### config.mk
export PLATFORM = sky130hd
export DESIGN_NAME = float_adder_flush_to_zero
export DESIGN_NICKNAME = d
export VERILOG_FILES = /design/src/hw/rtl/faz_pkg.sv /design/src/hw/rtl/float_adder_flush_to_zero.sv /design/src/hw/rtl/faz_front.sv /design/src/hw/rtl/faz_queue.sv /design/src/hw/rtl/faz_back.sv
export SDC_FILE = /design/constraint.sdc
export NUM_CORES = 1
export LEC_CHECK = 0
export BUFFER_PORTS_ARGS = -buffer_cell sky130_fd_sc_hd__buf_4
export CAP_MARGIN = 25
export CORE_UTILIZATION = 55
export DETAILED_ROUTE_END_ITERATION = 10
export PLACE_DENSITY = 0.74
export SETUP_SLACK_MARGIN = 0.4
export SLEW_MARGIN = 20
export SYNTH_ARGS = -nofsm -noshare
export SYNTH_HDL_FRONTEND = slang
export SYNTH_SLANG_ARGS = --single-unit
### constraint.sdc
create_clock -name clk -period 6.4 [get_ports clk]
set_input_delay 1.28 -clock clk [delete_from_list [all_inputs] [get_ports clk]]
set_output_delay 1.28 -clock clk [all_outputs]
set_load 0.02 [all_outputs]
### src/hw/rtl/faz_pkg.sv
// Shared constants for the flush-to-zero floating-point adder.
// No dependencies; imported by every module of the block.
package faz_pkg;
  localparam int DEF_WIDTH     = 32;
  localparam int DEF_EXP_WIDTH = 8;
  localparam int PORT_W        = 32;
  localparam int Q_DEPTH       = 4;
  localparam int Q_CNT_W       = $clog2(Q_DEPTH + 1);
endpackage

### src/hw/rtl/float_adder_flush_to_zero.sv
// Top level of the flush-to-zero floating-point adder.
// Depends on faz_pkg, faz_front, faz_queue, faz_back.
//
// Adds two floating-point operands (WIDTH bits: sign, EXP_WIDTH exponent bits,
// mantissa) with round to nearest even. Exponent-zero operands count as zero,
// underflow flushes to signed zero. One transaction is taken per clock while
// busy is low, and each sum appears on out_sum_bits for exactly one cycle with
// out_valid high, in order. The receiver cannot stall: the back end drains the
// queue every cycle, so busy stays low and a new operand pair may enter every
// cycle. Each transaction passes the two front-end register stages (capture,
// classify; the alignment feeds the queue directly), one queue slot, three
// back-end stages (add, normalize, shift) and the output register.
// Bits above WIDTH on the inputs are ignored, on out_sum_bits they are zero.
module float_adder_flush_to_zero #(
  parameter int WIDTH     = faz_pkg::DEF_WIDTH,
  parameter int EXP_WIDTH = faz_pkg::DEF_EXP_WIDTH
) (
  input  logic                        clk,
  input  logic                        rst_n,
  input  logic                        start,
  output logic                        busy,
  input  logic [faz_pkg::PORT_W-1:0]  in_operand_a,
  input  logic [faz_pkg::PORT_W-1:0]  in_operand_b,
  output logic                        out_valid,
  output logic [faz_pkg::PORT_W-1:0]  out_sum_bits
);
  import faz_pkg::*;

  localparam int MW    = WIDTH - EXP_WIDTH - 1;
  localparam int SW    = ((MW + 13) / 8) * 8;
  localparam int ENT_W = 1 + WIDTH + EXP_WIDTH + 2 * SW;

  logic               accept;
  logic [1:0]         inflight;
  logic               push;
  logic [ENT_W-1:0]   f_entry, q_entry;
  logic               q_empty;
  logic [Q_CNT_W-1:0] q_count;
  logic [Q_CNT_W-1:0] occ;

  // Count every transaction still ahead of the back end so the queue can
  // never overflow, even though the back end drains it every cycle.
  assign occ    = q_count + Q_CNT_W'(inflight[0]) + Q_CNT_W'(inflight[1]);
  assign busy   = (occ >= Q_CNT_W'(Q_DEPTH));
  assign accept = start && !busy;

  faz_front #(.WIDTH(WIDTH), .EXP_WIDTH(EXP_WIDTH)) u_front (
    .clk       (clk),
    .rst_n     (rst_n),
    .accept    (accept),
    .operand_a (in_operand_a),
    .operand_b (in_operand_b),
    .inflight  (inflight),
    .push      (push),
    .entry     (f_entry)
  );

  faz_queue #(.DATA_W(ENT_W), .DEPTH(Q_DEPTH)) u_queue (
    .clk   (clk),
    .rst_n (rst_n),
    .push  (push),
    .wdata (f_entry),
    .pop   (!q_empty),
    .rdata (q_entry),
    .empty (q_empty),
    .count (q_count)
  );

  faz_back #(.WIDTH(WIDTH), .EXP_WIDTH(EXP_WIDTH)) u_back (
    .clk       (clk),
    .rst_n     (rst_n),
    .take      (!q_empty),
    .entry     (q_entry),
    .res_valid (out_valid),
    .res_bits  (out_sum_bits)
  );
endmodule

### src/hw/rtl/faz_front.sv
// Front end: operand capture, special-case classification, exponent compare and alignment.
// Depends on faz_pkg.
module faz_front #(
  parameter int WIDTH     = 32,
  parameter int EXP_WIDTH = 8
) (
  input  logic                        clk,
  input  logic                        rst_n,
  input  logic                        accept,
  input  logic [faz_pkg::PORT_W-1:0]  operand_a,
  input  logic [faz_pkg::PORT_W-1:0]  operand_b,
  output logic [1:0]                  inflight,
  output logic                        push,
  output logic [1+WIDTH+EXP_WIDTH+2*(((WIDTH-EXP_WIDTH-1+13)/8)*8)-1:0] entry
);
  import faz_pkg::*;

  localparam int MW   = WIDTH - EXP_WIDTH - 1;
  localparam int SW   = ((MW + 13) / 8) * 8;
  localparam int SIGW = MW + 4;
  localparam logic [EXP_WIDTH-1:0] EMAX = '1;

  // stage 1
  logic             v1_r;
  logic [WIDTH-1:0] ra_r, rb_r;

  // stage 2
  logic                 v2_r;
  logic                 spec2_r;
  logic [WIDTH-1:0]     specb2_r;
  logic [EXP_WIDTH-1:0] emax2_r;
  logic [EXP_WIDTH-1:0] diff2_r;
  logic [SIGW-1:0]      sig_big2_r, sig_sml2_r;
  logic                 sgn_big2_r, sgn_sml2_r;

  logic [EXP_WIDTH-1:0] ea, eb;
  logic                 sa, sb, ma, mb, nan_a, nan_b, inf_a, inf_b;
  logic                 spec;
  logic [WIDTH-1:0]     specb;
  logic                 a_big;
  logic [SIGW-1:0]      sig_a, sig_b;
  logic [SW-1:0]        big_ext, sml_ext, al_big, al_sml;
  logic [SIGW-1:0]      shr;

  always_ff @(posedge clk) begin
    if (!rst_n) begin
      v1_r <= 1'b0;
      v2_r <= 1'b0;
    end else begin
      v1_r <= accept;
      v2_r <= v1_r;
    end
    if (accept) begin
      ra_r <= operand_a[WIDTH-1:0];
      rb_r <= operand_b[WIDTH-1:0];
    end
    if (v1_r) begin
      spec2_r    <= spec;
      specb2_r   <= specb;
      emax2_r    <= a_big ? ea : eb;
      diff2_r    <= a_big ? (ea - eb) : (eb - ea);
      sig_big2_r <= a_big ? sig_a : sig_b;
      sig_sml2_r <= a_big ? sig_b : sig_a;
      sgn_big2_r <= a_big ? sa : sb;
      sgn_sml2_r <= a_big ? sb : sa;
    end
  end

  always @(*) begin
    ea    = ra_r[WIDTH-2 -: EXP_WIDTH];
    eb    = rb_r[WIDTH-2 -: EXP_WIDTH];
    sa    = ra_r[WIDTH-1];
    sb    = rb_r[WIDTH-1];
    ma    = |ra_r[MW-1:0];
    mb    = |rb_r[MW-1:0];
    nan_a = (ea == EMAX) && ma;
    nan_b = (eb == EMAX) && mb;
    inf_a = (ea == EMAX) && !ma;
    inf_b = (eb == EMAX) && !mb;
    spec  = (ea == '0) || (eb == '0) || (ea == EMAX) || (eb == EMAX);
    if (nan_a || nan_b || (inf_a && inf_b && (sa != sb))) begin
      specb = {1'b0, EMAX, (MW)'(1)};
    end else if (inf_a) begin
      specb = {sa, EMAX, (MW)'(0)};
    end else if (inf_b) begin
      specb = {sb, EMAX, (MW)'(0)};
    end else if ((ea == '0) && (eb == '0)) begin
      specb = {(sa && sb), (WIDTH-1)'(0)};
    end else if (ea == '0) begin
      specb = rb_r;
    end else begin
      specb = ra_r;
    end
    a_big = ea >= eb;
    sig_a = {1'b1, ra_r[MW-1:0], 3'b000};
    sig_b = {1'b1, rb_r[MW-1:0], 3'b000};
  end

  // align the smaller significand, OR shifted-out bits into the sticky bit, then negate negative operands
  always @(*) begin
    shr     = sig_sml2_r >> diff2_r;
    big_ext = SW'(sig_big2_r);
    if (int'(diff2_r) >= SW) begin
      sml_ext = SW'(1);
    end else begin
      sml_ext = SW'(shr) | SW'((shr << diff2_r) != sig_sml2_r);
    end
    al_big = sgn_big2_r ? (SW'(0) - big_ext) : big_ext;
    al_sml = sgn_sml2_r ? (SW'(0) - sml_ext) : sml_ext;
  end

  assign push     = v2_r;
  assign entry    = {spec2_r, specb2_r, emax2_r, al_big, al_sml};
  assign inflight = {v2_r, v1_r};
endmodule

### src/hw/rtl/faz_queue.sv
// Small FIFO decoupling the front end from the back end.
// Depends on faz_pkg.
module faz_queue #(
  parameter int DATA_W = 8,
  parameter int DEPTH  = faz_pkg::Q_DEPTH
) (
  input  logic                         clk,
  input  logic                         rst_n,
  input  logic                         push,
  input  logic [DATA_W-1:0]            wdata,
  input  logic                         pop,
  output logic [DATA_W-1:0]            rdata,
  output logic                         empty,
  output logic [$clog2(DEPTH+1)-1:0]   count
);
  import faz_pkg::*;

  localparam int AW = (DEPTH > 1) ? $clog2(DEPTH) : 1;
  localparam int CW = $clog2(DEPTH + 1);

  logic [DATA_W-1:0] mem_r [DEPTH];
  logic [AW-1:0]     wr_ptr_r, wr_ptr_nxt, rd_ptr_r, rd_ptr_nxt;
  logic [CW-1:0]     cnt_r, cnt_nxt;
  logic              do_pop;

  assign do_pop = pop && (cnt_r != '0);

  always @(*) begin
    wr_ptr_nxt = wr_ptr_r;
    rd_ptr_nxt = rd_ptr_r;
    cnt_nxt    = cnt_r;
    if (push) begin
      wr_ptr_nxt = (int'(wr_ptr_r) == DEPTH - 1) ? '0 : wr_ptr_r + AW'(1);
    end
    if (do_pop) begin
      rd_ptr_nxt = (int'(rd_ptr_r) == DEPTH - 1) ? '0 : rd_ptr_r + AW'(1);
    end
    if (push && !do_pop) begin
      cnt_nxt = cnt_r + CW'(1);
    end else if (!push && do_pop) begin
      cnt_nxt = cnt_r - CW'(1);
    end
  end

  always_ff @(posedge clk) begin
    if (!rst_n) begin
      wr_ptr_r <= '0;
      rd_ptr_r <= '0;
      cnt_r    <= '0;
    end else begin
      wr_ptr_r <= wr_ptr_nxt;
      rd_ptr_r <= rd_ptr_nxt;
      cnt_r    <= cnt_nxt;
    end
    if (push) begin
      mem_r[wr_ptr_r] <= wdata;
    end
  end

  assign rdata = mem_r[rd_ptr_r];
  assign empty = (cnt_r == '0);
  assign count = cnt_r;
endmodule

### src/hw/rtl/faz_back.sv
// Back end: signed add, normalize, round to nearest even, pack.
// Depends on faz_pkg.
module faz_back #(
  parameter int WIDTH     = 32,
  parameter int EXP_WIDTH = 8
) (
  input  logic                        clk,
  input  logic                        rst_n,
  input  logic                        take,
  input  logic [1+WIDTH+EXP_WIDTH+2*(((WIDTH-EXP_WIDTH-1+13)/8)*8)-1:0] entry,
  output logic                        res_valid,
  output logic [faz_pkg::PORT_W-1:0]  res_bits
);
  import faz_pkg::*;

  localparam int MW   = WIDTH - EXP_WIDTH - 1;
  localparam int SW   = ((MW + 13) / 8) * 8;
  localparam int SIGW = MW + 4;
  localparam int MAGW = MW + 5;
  localparam int EXW  = ((EXP_WIDTH > $clog2(MAGW)) ? EXP_WIDTH : $clog2(MAGW)) + 2;
  localparam logic [EXW-1:0] EMAXX = {(EXW-EXP_WIDTH)'(0), {EXP_WIDTH{1'b1}}};

  typedef struct packed {
    logic                 spec;
    logic [WIDTH-1:0]     specb;
    logic [EXP_WIDTH-1:0] emax;
    logic [SW-1:0]        al_a;
    logic [SW-1:0]        al_b;
  } ent_t;

  typedef struct packed {
    logic             spec;
    logic [WIDTH-1:0] specb;
    logic             sign;
    logic             zero;
  } ctl_t;

  function automatic logic [EXW-1:0] lead_zeros(input logic [SIGW-1:0] m);
    logic [EXW-1:0] n;
    n = '0;
    for (int i = 0; i < SIGW; i++) begin
      if (m[i]) begin
        n = EXW'(SIGW - 1 - i);
      end
    end
    return n;
  endfunction

  ent_t ent;
  assign ent = ent_t'(entry);

  // stage B1
  logic            v1_r;
  ctl_t            c1_r;
  logic [EXW-1:0]  e1_r;
  logic [MAGW-1:0] m1_r;
  // stage B2
  logic            v2_r;
  ctl_t            c2_r;
  logic [EXW-1:0]  e2_r, sh2_r;
  logic [SIGW-1:0] m2_r;
  // stage B3
  logic            v3_r;
  ctl_t            c3_r;
  logic [EXW-1:0]  e3_r;
  logic [SIGW-1:0] m3_r;
  // output
  logic                 out_v_r;
  logic [PORT_W-1:0]    out_r;

  logic [SW-1:0]   sum, mabs;
  logic            neg;
  logic [SIGW-1:0] m2;
  logic [EXW-1:0]  e2, lz;
  logic [MW:0]     kept;
  logic [MW+1:0]   kr;
  logic            inc;
  logic [EXW-1:0]  e4;
  logic [MW-1:0]   frac;
  logic [WIDTH-1:0] res;

  always @(*) begin
    sum  = ent.al_a + ent.al_b;
    neg  = sum[SW-1];
    mabs = neg ? (SW'(0) - sum) : sum;
  end

  // fold a carry-out back into range, sticky kept, and count leading zeros
  always @(*) begin
    if (m1_r[MAGW-1]) begin
      m2 = {m1_r[MAGW-1:2], m1_r[1] | m1_r[0]};
      e2 = e1_r + EXW'(1);
    end else begin
      m2 = m1_r[SIGW-1:0];
      e2 = e1_r;
    end
    lz = lead_zeros(m2);
  end

  always @(*) begin
    kept = m3_r[SIGW-1:3];
    inc  = m3_r[2] && (m3_r[1] || m3_r[0] || kept[0]);
    kr   = {1'b0, kept} + (MW+2)'(inc);
    if (kr[MW+1]) begin
      frac = kr[MW:1];
      e4   = e3_r + EXW'(1);
    end else begin
      frac = kr[MW-1:0];
      e4   = e3_r;
    end
    if (c3_r.spec) begin
      res = c3_r.specb;
    end else if (c3_r.zero) begin
      res = '0;
    end else if (e3_r == '0) begin
      res = {c3_r.sign, (WIDTH-1)'(0)};
    end else if ((e3_r >= EMAXX) || (e4 >= EMAXX)) begin
      res = {c3_r.sign, {EXP_WIDTH{1'b1}}, (MW)'(0)};
    end else begin
      res = {c3_r.sign, e4[EXP_WIDTH-1:0], frac};
    end
  end

  always_ff @(posedge clk) begin
    if (!rst_n) begin
      v1_r    <= 1'b0;
      v2_r    <= 1'b0;
      v3_r    <= 1'b0;
      out_v_r <= 1'b0;
    end else begin
      v1_r    <= take;
      v2_r    <= v1_r;
      v3_r    <= v2_r;
      out_v_r <= v3_r;
    end
    if (take) begin
      c1_r.spec  <= ent.spec;
      c1_r.specb <= ent.specb;
      c1_r.sign  <= neg;
      c1_r.zero  <= (sum == '0);
      e1_r       <= EXW'(ent.emax);
      m1_r       <= mabs[MAGW-1:0];
    end
    if (v1_r) begin
      c2_r  <= c1_r;
      e2_r  <= e2;
      m2_r  <= m2;
      sh2_r <= (lz < e2) ? lz : e2;
    end
    if (v2_r) begin
      c3_r <= c2_r;
      m3_r <= m2_r << sh2_r;
      e3_r <= e2_r - sh2_r;
    end
    if (v3_r) begin
      out_r <= PORT_W'(res);
    end
  end

  assign res_valid = out_v_r;
  assign res_bits  = out_r;
endmodule

==> flow_summary_export.csv, run 1 <==
group,metric,value,unit
outcome,run_status,"finished clean",
clock_tree,cts_tree,"done",
finish,layout.nets,3172,
synthesis,syn-cell-area,0.03946,mm^2
clock_tree,insertion_delay,650,ps
detailed_routing,firstDrtPassIters,6,
synthesis,synth_seq_cells,823,
synthesis,async_flop_share,0,
setup_path,cpMaxStageDelayCell,"mux2i_1",
grt,grt_pass1_vias,25420,
synthesis,synth_edf_count,808,
grt,grt_pass1_wl,158300,um
synthesis,avgSynthCellArea,13.80,um^2
worst_hold_path,worstHoldStart,"u_back.c1_r[1]",
timing,tns,0,ps
timing,max_slew_margin,0.2841,
timing,max_freq,175.3,MHz
grt,gr-usage-all-layers,0.2895,
floorplanning,dieArea,0.07282,mm^2
synthesis,synth_cell_type_count,101,
detailed_routing,drc,0,
finish,final_common_cell,"edfxtp_1",
clock_tree,cts_buffers,84,
floorplanning,rows,97,
floorplanning,core_region_area,0.07051,mm^2
grt,grt_max_degree,76,
setup_path,start_kind,"register",
place,io_buffers,100,
pwr,finalPower,20.91,mW
timing,setup_ws,695.4,ps
pwr,p_per_area,467.3,mW/mm^2
synthesis,yosysSeqAreaShare,0.6225,
synthesis,syn_inst,2860,
place,hpwl,75040,um
finish,utilization,0.6345,
setup_path,crit_arrival,6130,ps
detailed_routing,via_count,25810,
finish,drive_gt1_frac,0.2029,
detailed_routing,met1_length,42960,um
timing,hold_viol,0,
timing,clock-skew-final,39.49,ps
setup_path,r2r_start,"u_front.diff2_r[0]",
detailed_routing,postRouteAntennaNets,0,
timing,period_needed,5705,ps
timing,worstMarginPinSlew,1074,ps
detailed_routing,wl_per_cell,26.18,um
clock_tree,ctsHoldBuffers,0,
detailed_routing,routed_wl,105800,um
finish,final_cell_mix,"edfxtp_1 (808), nand2_1 (256), buf_4 (215)",
setup_path,critPathLaunch,"u_front.diff2_r[0]",
detailed_routing,routed_via_density,6.387,
setup_path,crit_required,6820,ps
timing,period_share,0.8913,
detailed_routing,top_layer,"met5",
place,routabilityCongestion,1.014,
timing,maxSlewViolCount,0,
setup_path,crit_path_end_kind,"register",
synthesis,ys.flop_type,"edfxtp_1",
setup_path,critPathMaxFanout,19,
grt,overflow,0,
floorplanning,ioPinCount,101,
pwr,vdd.ir_drop.worst,321.6,uV
clock_tree,cts-root-buf,"clkbuf_16",
clock_tree,clk_pin_slew,60,ps
clock_tree,cts_max_path_buffers,3,
clock_tree,cts_htree_levels,3,
synthesis,ys_top_cells_by_area,"edfxtp_1 (61%), mux4_2 (6.2%), mux2_2 (2.7%)",
timing,setup_viol,0,
clock_tree,clkSinkCount,823,
synthesis,synth_top_area_share,0.6149,
finish,area.growth.synth_to_final,13.37,%
pwr,p_leak,15.23,nW
timing,grt_setup_unrepaired,"no",
worst_hold_path,hp-class,"reg -> reg",
synthesis,ys.warnings.count,0,
floorplanning,die_w,269.9,um
setup_path,critPathKind,"reg -> reg",
detailed_routing,wl_met3,7524,um
setup_path,crit_chain,"buf_12 -> mux2i_1 -> o22ai_1 -> buf_4 -> a222oi_1 -> buf_4 -> mux2i_1 -> o211ai_1 -> nor2_1 -> nor4_1 -> nor4_2 -> nand3_2 -> nor4_4 -> ha_1 -> nand4_1 -> or3b_1 -> nand2b_1 -> or2_2 -> nand3b_1 -> nand2_1 -> xnor2_1",
detailed_routing,route.met2.wl,50980,um
place,dp_slack,418.9,ps
detailed_routing,drt_iter0_drc,2848,
grt,antenna_found_initial,6,
floorplanning,start_util,0.5596,
floorplanning,dieHeight,269.9,um
synthesis,synth_area_leader_cell,"edfxtp_1",
flow_run,drv_cap,0,
setup_path,cpPeakStageDelay,630,ps
==> worst paths after layout <==
check | to | slack (ps) | cells past startpoint
worst min register to register | u_back.c2_r[1] | 400 | 0
worst max register to register | u_queue.mem_r[0][26] | 700 | 21
worst min-delay path | u_back.c2_r[1] | 400 | 0
worst max-delay path | u_queue.mem_r[0][26] | 700 | 21
==> where the power goes <==
| group | internal (mW) | switching (mW) | total (mW) |
|---|---|---|---|
| clock | 2.89 | 2.11 | 4.99 |
| sequential | 7.49 | 0.767 | 8.26 |
| combinational | 3.07 | 4.58 | 7.65 |
==> cells by family (layout without fill, tap and decap cells) <==
logic type / Yosys count / count (layout) / share of synthesized area
compound gates: 588 / 588 / 0.1019
xor+xnor: 137 / 137 / 0.03041
fa+ha+maj: 76 / 76 / 0.02505
buf+inv: 226 / 463 / 0.02378
flops: 823 / 823 / 0.6225
mux: 269 / 269 / 0.1058
other cells: 1 / 5 / 0.00009503
simple gates: 740 / 740 / 0.09055
==> critical path, delay by kind of cell, from the launching register on <==
family	cells	cell delay, ps
flops	1	530
compound gates	3	1370
mux	2	700
xor+xnor	1	290
fa+ha+maj	1	220
buf+inv	3	650
simple gates	11	1680
==> flip-flops by register name, summed over array words and instances, names as in the netlist, 28 cells and up, named ones only <==
| name | cells |
|---|---|
| u_back.c2_r | 35 |
| u_back.c1_r | 35 |
| u_back.c3_r | 35 |
| u_front.ra_r | 32 |
| u_queue.mem_r | 392 |
| u_back.m1_r | 28 |
| u_front.rb_r | 32 |
| u_back.res_bits | 32 |
| u_front.specb2_r | 32 |
==> cells in the mapped netlist (41+ instances only) <==
master and n:
inv_1 82, xor2_1 53, a21oi_1 119, nand3_1 72, edfxtp_1 808, mux4_2 109
nor2_1 159, mux2_2 94, clkbuf_1 86, xnor2_1 84, nand2_1 256, o21ai_0 122
ha_1 71, nor3_1 41, a31oi_1 44, mux2i_1 66
==> metrics by stage <==
| step | std cells | cell area (um^2) | hold slack, ps |
|---|---|---|---|
| after CTS | 4034 | 44580 | 388.2 |
| after global routing | 4040 | 44740 | 397.1 |
| after floorplan | 2863 | 39470 | 400.3 |
| after detailed placement | 3877 | 41720 | 404.5 |
| after global placement | 3876 | 41690 | 403.4 |
| final | 4041 | 44740 | 396.9 |
==> repair_timing <==
action                     CTS  global route
gates resized for setup      0            21
setup endpoints to repair    0            28
setup buffers                0             5
==> final cells by class <==
type	instances	area, um^2
Tap cell	940	1176
Fill cell	5113	25780
Inverter	87	326.6
Sequential cell	823	24580
Multi-Input combinational cell	1814	14120
Clock buffer	98	2176
Timing Repair Buffer	219	1670
Antenna cell	1	2.502
Clock inverter	59	681.9
==> metal layers <==
metal | GRT usage | vias to the layer above
li1 | - | 11490
met1 | 0.3876 | 12860
met2 | 0.4778 | 1222
met3 | 0.04383 | 230
met4 | 0.1139 | 6
met5 | 0 | -
Note: power is estimated with default switching activity, not from simulation.
==> inputs of run 2 (changes only) <==
--- a/config.mk
+++ b/config.mk
@@ -7,9 +7,8 @@
 export LEC_CHECK = 0
 export BUFFER_PORTS_ARGS = -buffer_cell sky130_fd_sc_hd__buf_4
 export CAP_MARGIN = 25
-export CORE_UTILIZATION = 55
+export CORE_UTILIZATION = 30
 export DETAILED_ROUTE_END_ITERATION = 10
-export PLACE_DENSITY = 0.74
 export SETUP_SLACK_MARGIN = 0.4
 export SLEW_MARGIN = 20
 export SYNTH_ARGS = -nofsm -noshare
==> run 2 against run 1 <==
Compared with the run above:
- maximum frequency shrank 1.1%
- highest routed layer is now met4
- count of clock-buffer cells in the layout shrank 2
- sequential share of layout area shrank 0.82 points
==> flow_summary_export.csv, run 2 (synthesis results as in run 1) <==
group,metric,value,unit
setup_path,cpMaxStageDelayCell,"edfxtp_1",
timing,holdWs,415.4,ps
detailed_routing,routed_via_density,5.169,
place,io_buffers,100,
detailed_routing,firstDrtPassIters,7,
finish,area.growth.synth_to_final,15.09,%
finish,drive_gt1_frac,0.1950,
finish,final_common_cell,"edfxtp_1",
floorplanning,rows,132,
finish,layout.nets,3153,
clock_tree,cts_tree,"done",
pwr,swShare,0.3567,
flow_run,drv_cap,0,
place,routabilityCongestion,0.8780,
pwr,p_sw,7.402,mW
floorplanning,dieHeight,364.7,um
grt,antenna_found_initial,5,
setup_path,critPathKind,"reg -> reg",
setup_path,crit_path_end_kind,"register",
pwr,internal-power,13.35,mW
setup_path,start_kind,"register",
detailed_routing,via_count,24920,
worst_hold_path,hold-path-endpoint,"u_back.c3_r[22]",
timing,clock-skew-final,28.94,ps
floorplanning,ioPinCount,101,
setup_path,crit_required,6780,ps
worst_hold_path,holdPathStages,0,
detailed_routing,postRouteAntennaNets,0,
worst_hold_path,worstHoldStart,"u_back.c2_r[22]",
grt,overflow,0,
timing,period_needed,5769,ps
setup_path,crit_chain,"or3_1 -> buf_4 -> o22ai_1 -> o221ai_1 -> nor2_1 -> a22oi_1 -> o22ai_1 -> nor4_1 -> nor4_1 -> buf_4 -> nand3_2 -> nor4_4 -> ha_1 -> nand4_1 -> or3b_1 -> nand2b_1 -> or2_2 -> nand3b_1 -> o21a_1",
clock_tree,cts_htree_levels,3,
floorplanning,core_region_area,0.1300,mm^2
setup_path,ff2ff_setup_slack,630,ps
pwr,vdd.ir_drop.worst,260.9,uV
clock_tree,cts_buffers,82,
clock_tree,cts-root-buf,"clkbuf_16",
timing,max_freq,173.3,MHz
pwr,power_frac_seq,0.396,
place,place_area,0.04257,mm^2
grt,grt_max_degree,82,
floorplanning,die_w,364.7,um
place,dp_slack,557.2,ps
grt,gr-usage-all-layers,0.1591,
detailed_routing,wl_per_cell,22.09,um
outcome,run_status,"finished clean",
setup_path,cpPeakStageDelay,530,ps
pwr,p_per_area,456.9,mW/mm^2
grt,grt_pass1_vias,24030,
timing,max_slew_margin,0.3572,
worst_hold_path,hp-class,"reg -> reg",
finish,design_area,0.04541,mm^2
timing,hold_viol,0,
timing,worstMarginPinSlew,964.2,ps
timing,setup_viol,0,
pwr,p_leak,15.07,nW
timing,tns,0,ps
grt,grt_pass1_wl,157900,um
floorplanning,start_util,0.3036,
timing,maxSlewViolCount,0,
setup_path,critPathMaxFanout,24,
setup_path,r2r_start,"u_front.diff2_r[2]",
setup_path,r2r_cells,19,
timing,period_share,0.9014,
timing,grt_setup_unrepaired,"no",
finish,final_cell_mix,"edfxtp_1 (808), nand2_1 (256), buf_4 (197)",
floorplanning,dieArea,0.1330,mm^2
finish,largest_register_ffs,392,
setup_path,crit_arrival,6150,ps
timing,setup_ws,631.2,ps
detailed_routing,routed_wl,106500,um
clock_tree,clkSinkCount,823,
detailed_routing,drc,0,
clock_tree,clk_pin_slew,70,ps
pwr,comb_power_share,0.371,
place,hpwl,78170,um
clock_tree,cts_max_path_buffers,3,
finish,largest_register,"u_queue.mem_r",
clock_tree,insertion_delay,650,ps
detailed_routing,drt_iter0_drc,2245,
pwr,clkPwrFrac,0.233,
setup_path,rr_endpoint,"u_queue.mem_r[2][28]",
==> run 2: cell count changes in the layout (fill, tap and decap cells not counted), sizes merged <==
| cell | previous run | this run |
|---|---|---|
| buf | 219 | 202 |
| clkinv | 41 | 37 |
| clkinvlp | 6 | 9 |
| clkbuf | 98 | 96 |
| inv | 89 | 87 |
| bufinv | 10 | 9 |
| diode | 1 | 2 |
==> run 2: final cells by class <==
cell class,count,area [um^2]
well taps,1742,2180
flip-flops and latches,823,24580
multi-input cells,1814,14060
repair buffers,202,1554
clock buffers,96,2147
clock inverters,55,558.0
inverters,87,326.6
fillers,12540,84560
diodes,2,5.005
==> run 2: worst max-delay path by stage <==
stage / start / to / slack, ps / depth (start not counted)
after CTS: u_front.diff2_r[4] / u_queue.mem_r[2][26] / 530 / 19
after global routing: u_front.diff2_r[2] / u_queue.mem_r[1][26] / 400 / 20
after detailed placement: u_front.diff2_r[7] / u_queue.mem_r[1][28] / 560 / 17
after global placement: u_front.diff2_r[4] / u_queue.mem_r[0][26] / 390 / 19
after floorplan: register / u_back.m1_r[11] / 420 / 20
final: u_front.diff2_r[2] / u_queue.mem_r[2][28] / 630 / 19
==> run 2: routing by layer <==
| metal | GRT usage | up-vias | share of wire |
|---|---|---|---|
| met1 | 0.2298 | 12390 | 0.47 |
| met2 | 0.2393 | 879 | 0.44 |
| met5 | 0 | - | 0 |
| met4 | 0.06303 | 0 | 0.040 |
| met3 | 0.02308 | 200 | 0.054 |
| li1 | - | 11450 | - |
==> run 2: power groups by stage <==
stage,Clock (mW),Combinational (mW),Sequential (mW)
finish,4.84,7.69,8.23
global route,5.14,8.41,8.33
CTS,4.95,7.67,8.23
detailed placement,0,7.64,8.34
global placement,0,7.62,8.32
floorplan,0,5.48,8.04
==> run 2: timing repair <==
action / 4_1_cts / 5_1_grt
endpoints found under the setup margin: 0 / 26
buffers inserted: 0 / 4
hold buffers: 0 / 0
gates resized for setup: 0 / 13
==> run 2: worst max-delay path: cells and delay by family (launching register included) <==
family / cells / cell delay, ps
and+or+nand+nor: 11 / 2970
AOI/OAI and AO/OA: 5 / 1360
DFF: 1 / 530
buffers and inverters: 2 / 400
adders and majority gates: 1 / 220
==> run 2: metrics by stage <==
step	total power, mW	utilization	cells
after floorplan	13.52	-	2863
after global routing	21.88	0.3494	4819
final	20.75	0.3494	4821
after global placement	15.94	0.3274	4661
after detailed placement	15.98	0.3275	4663
after CTS	20.85	0.3484	4814
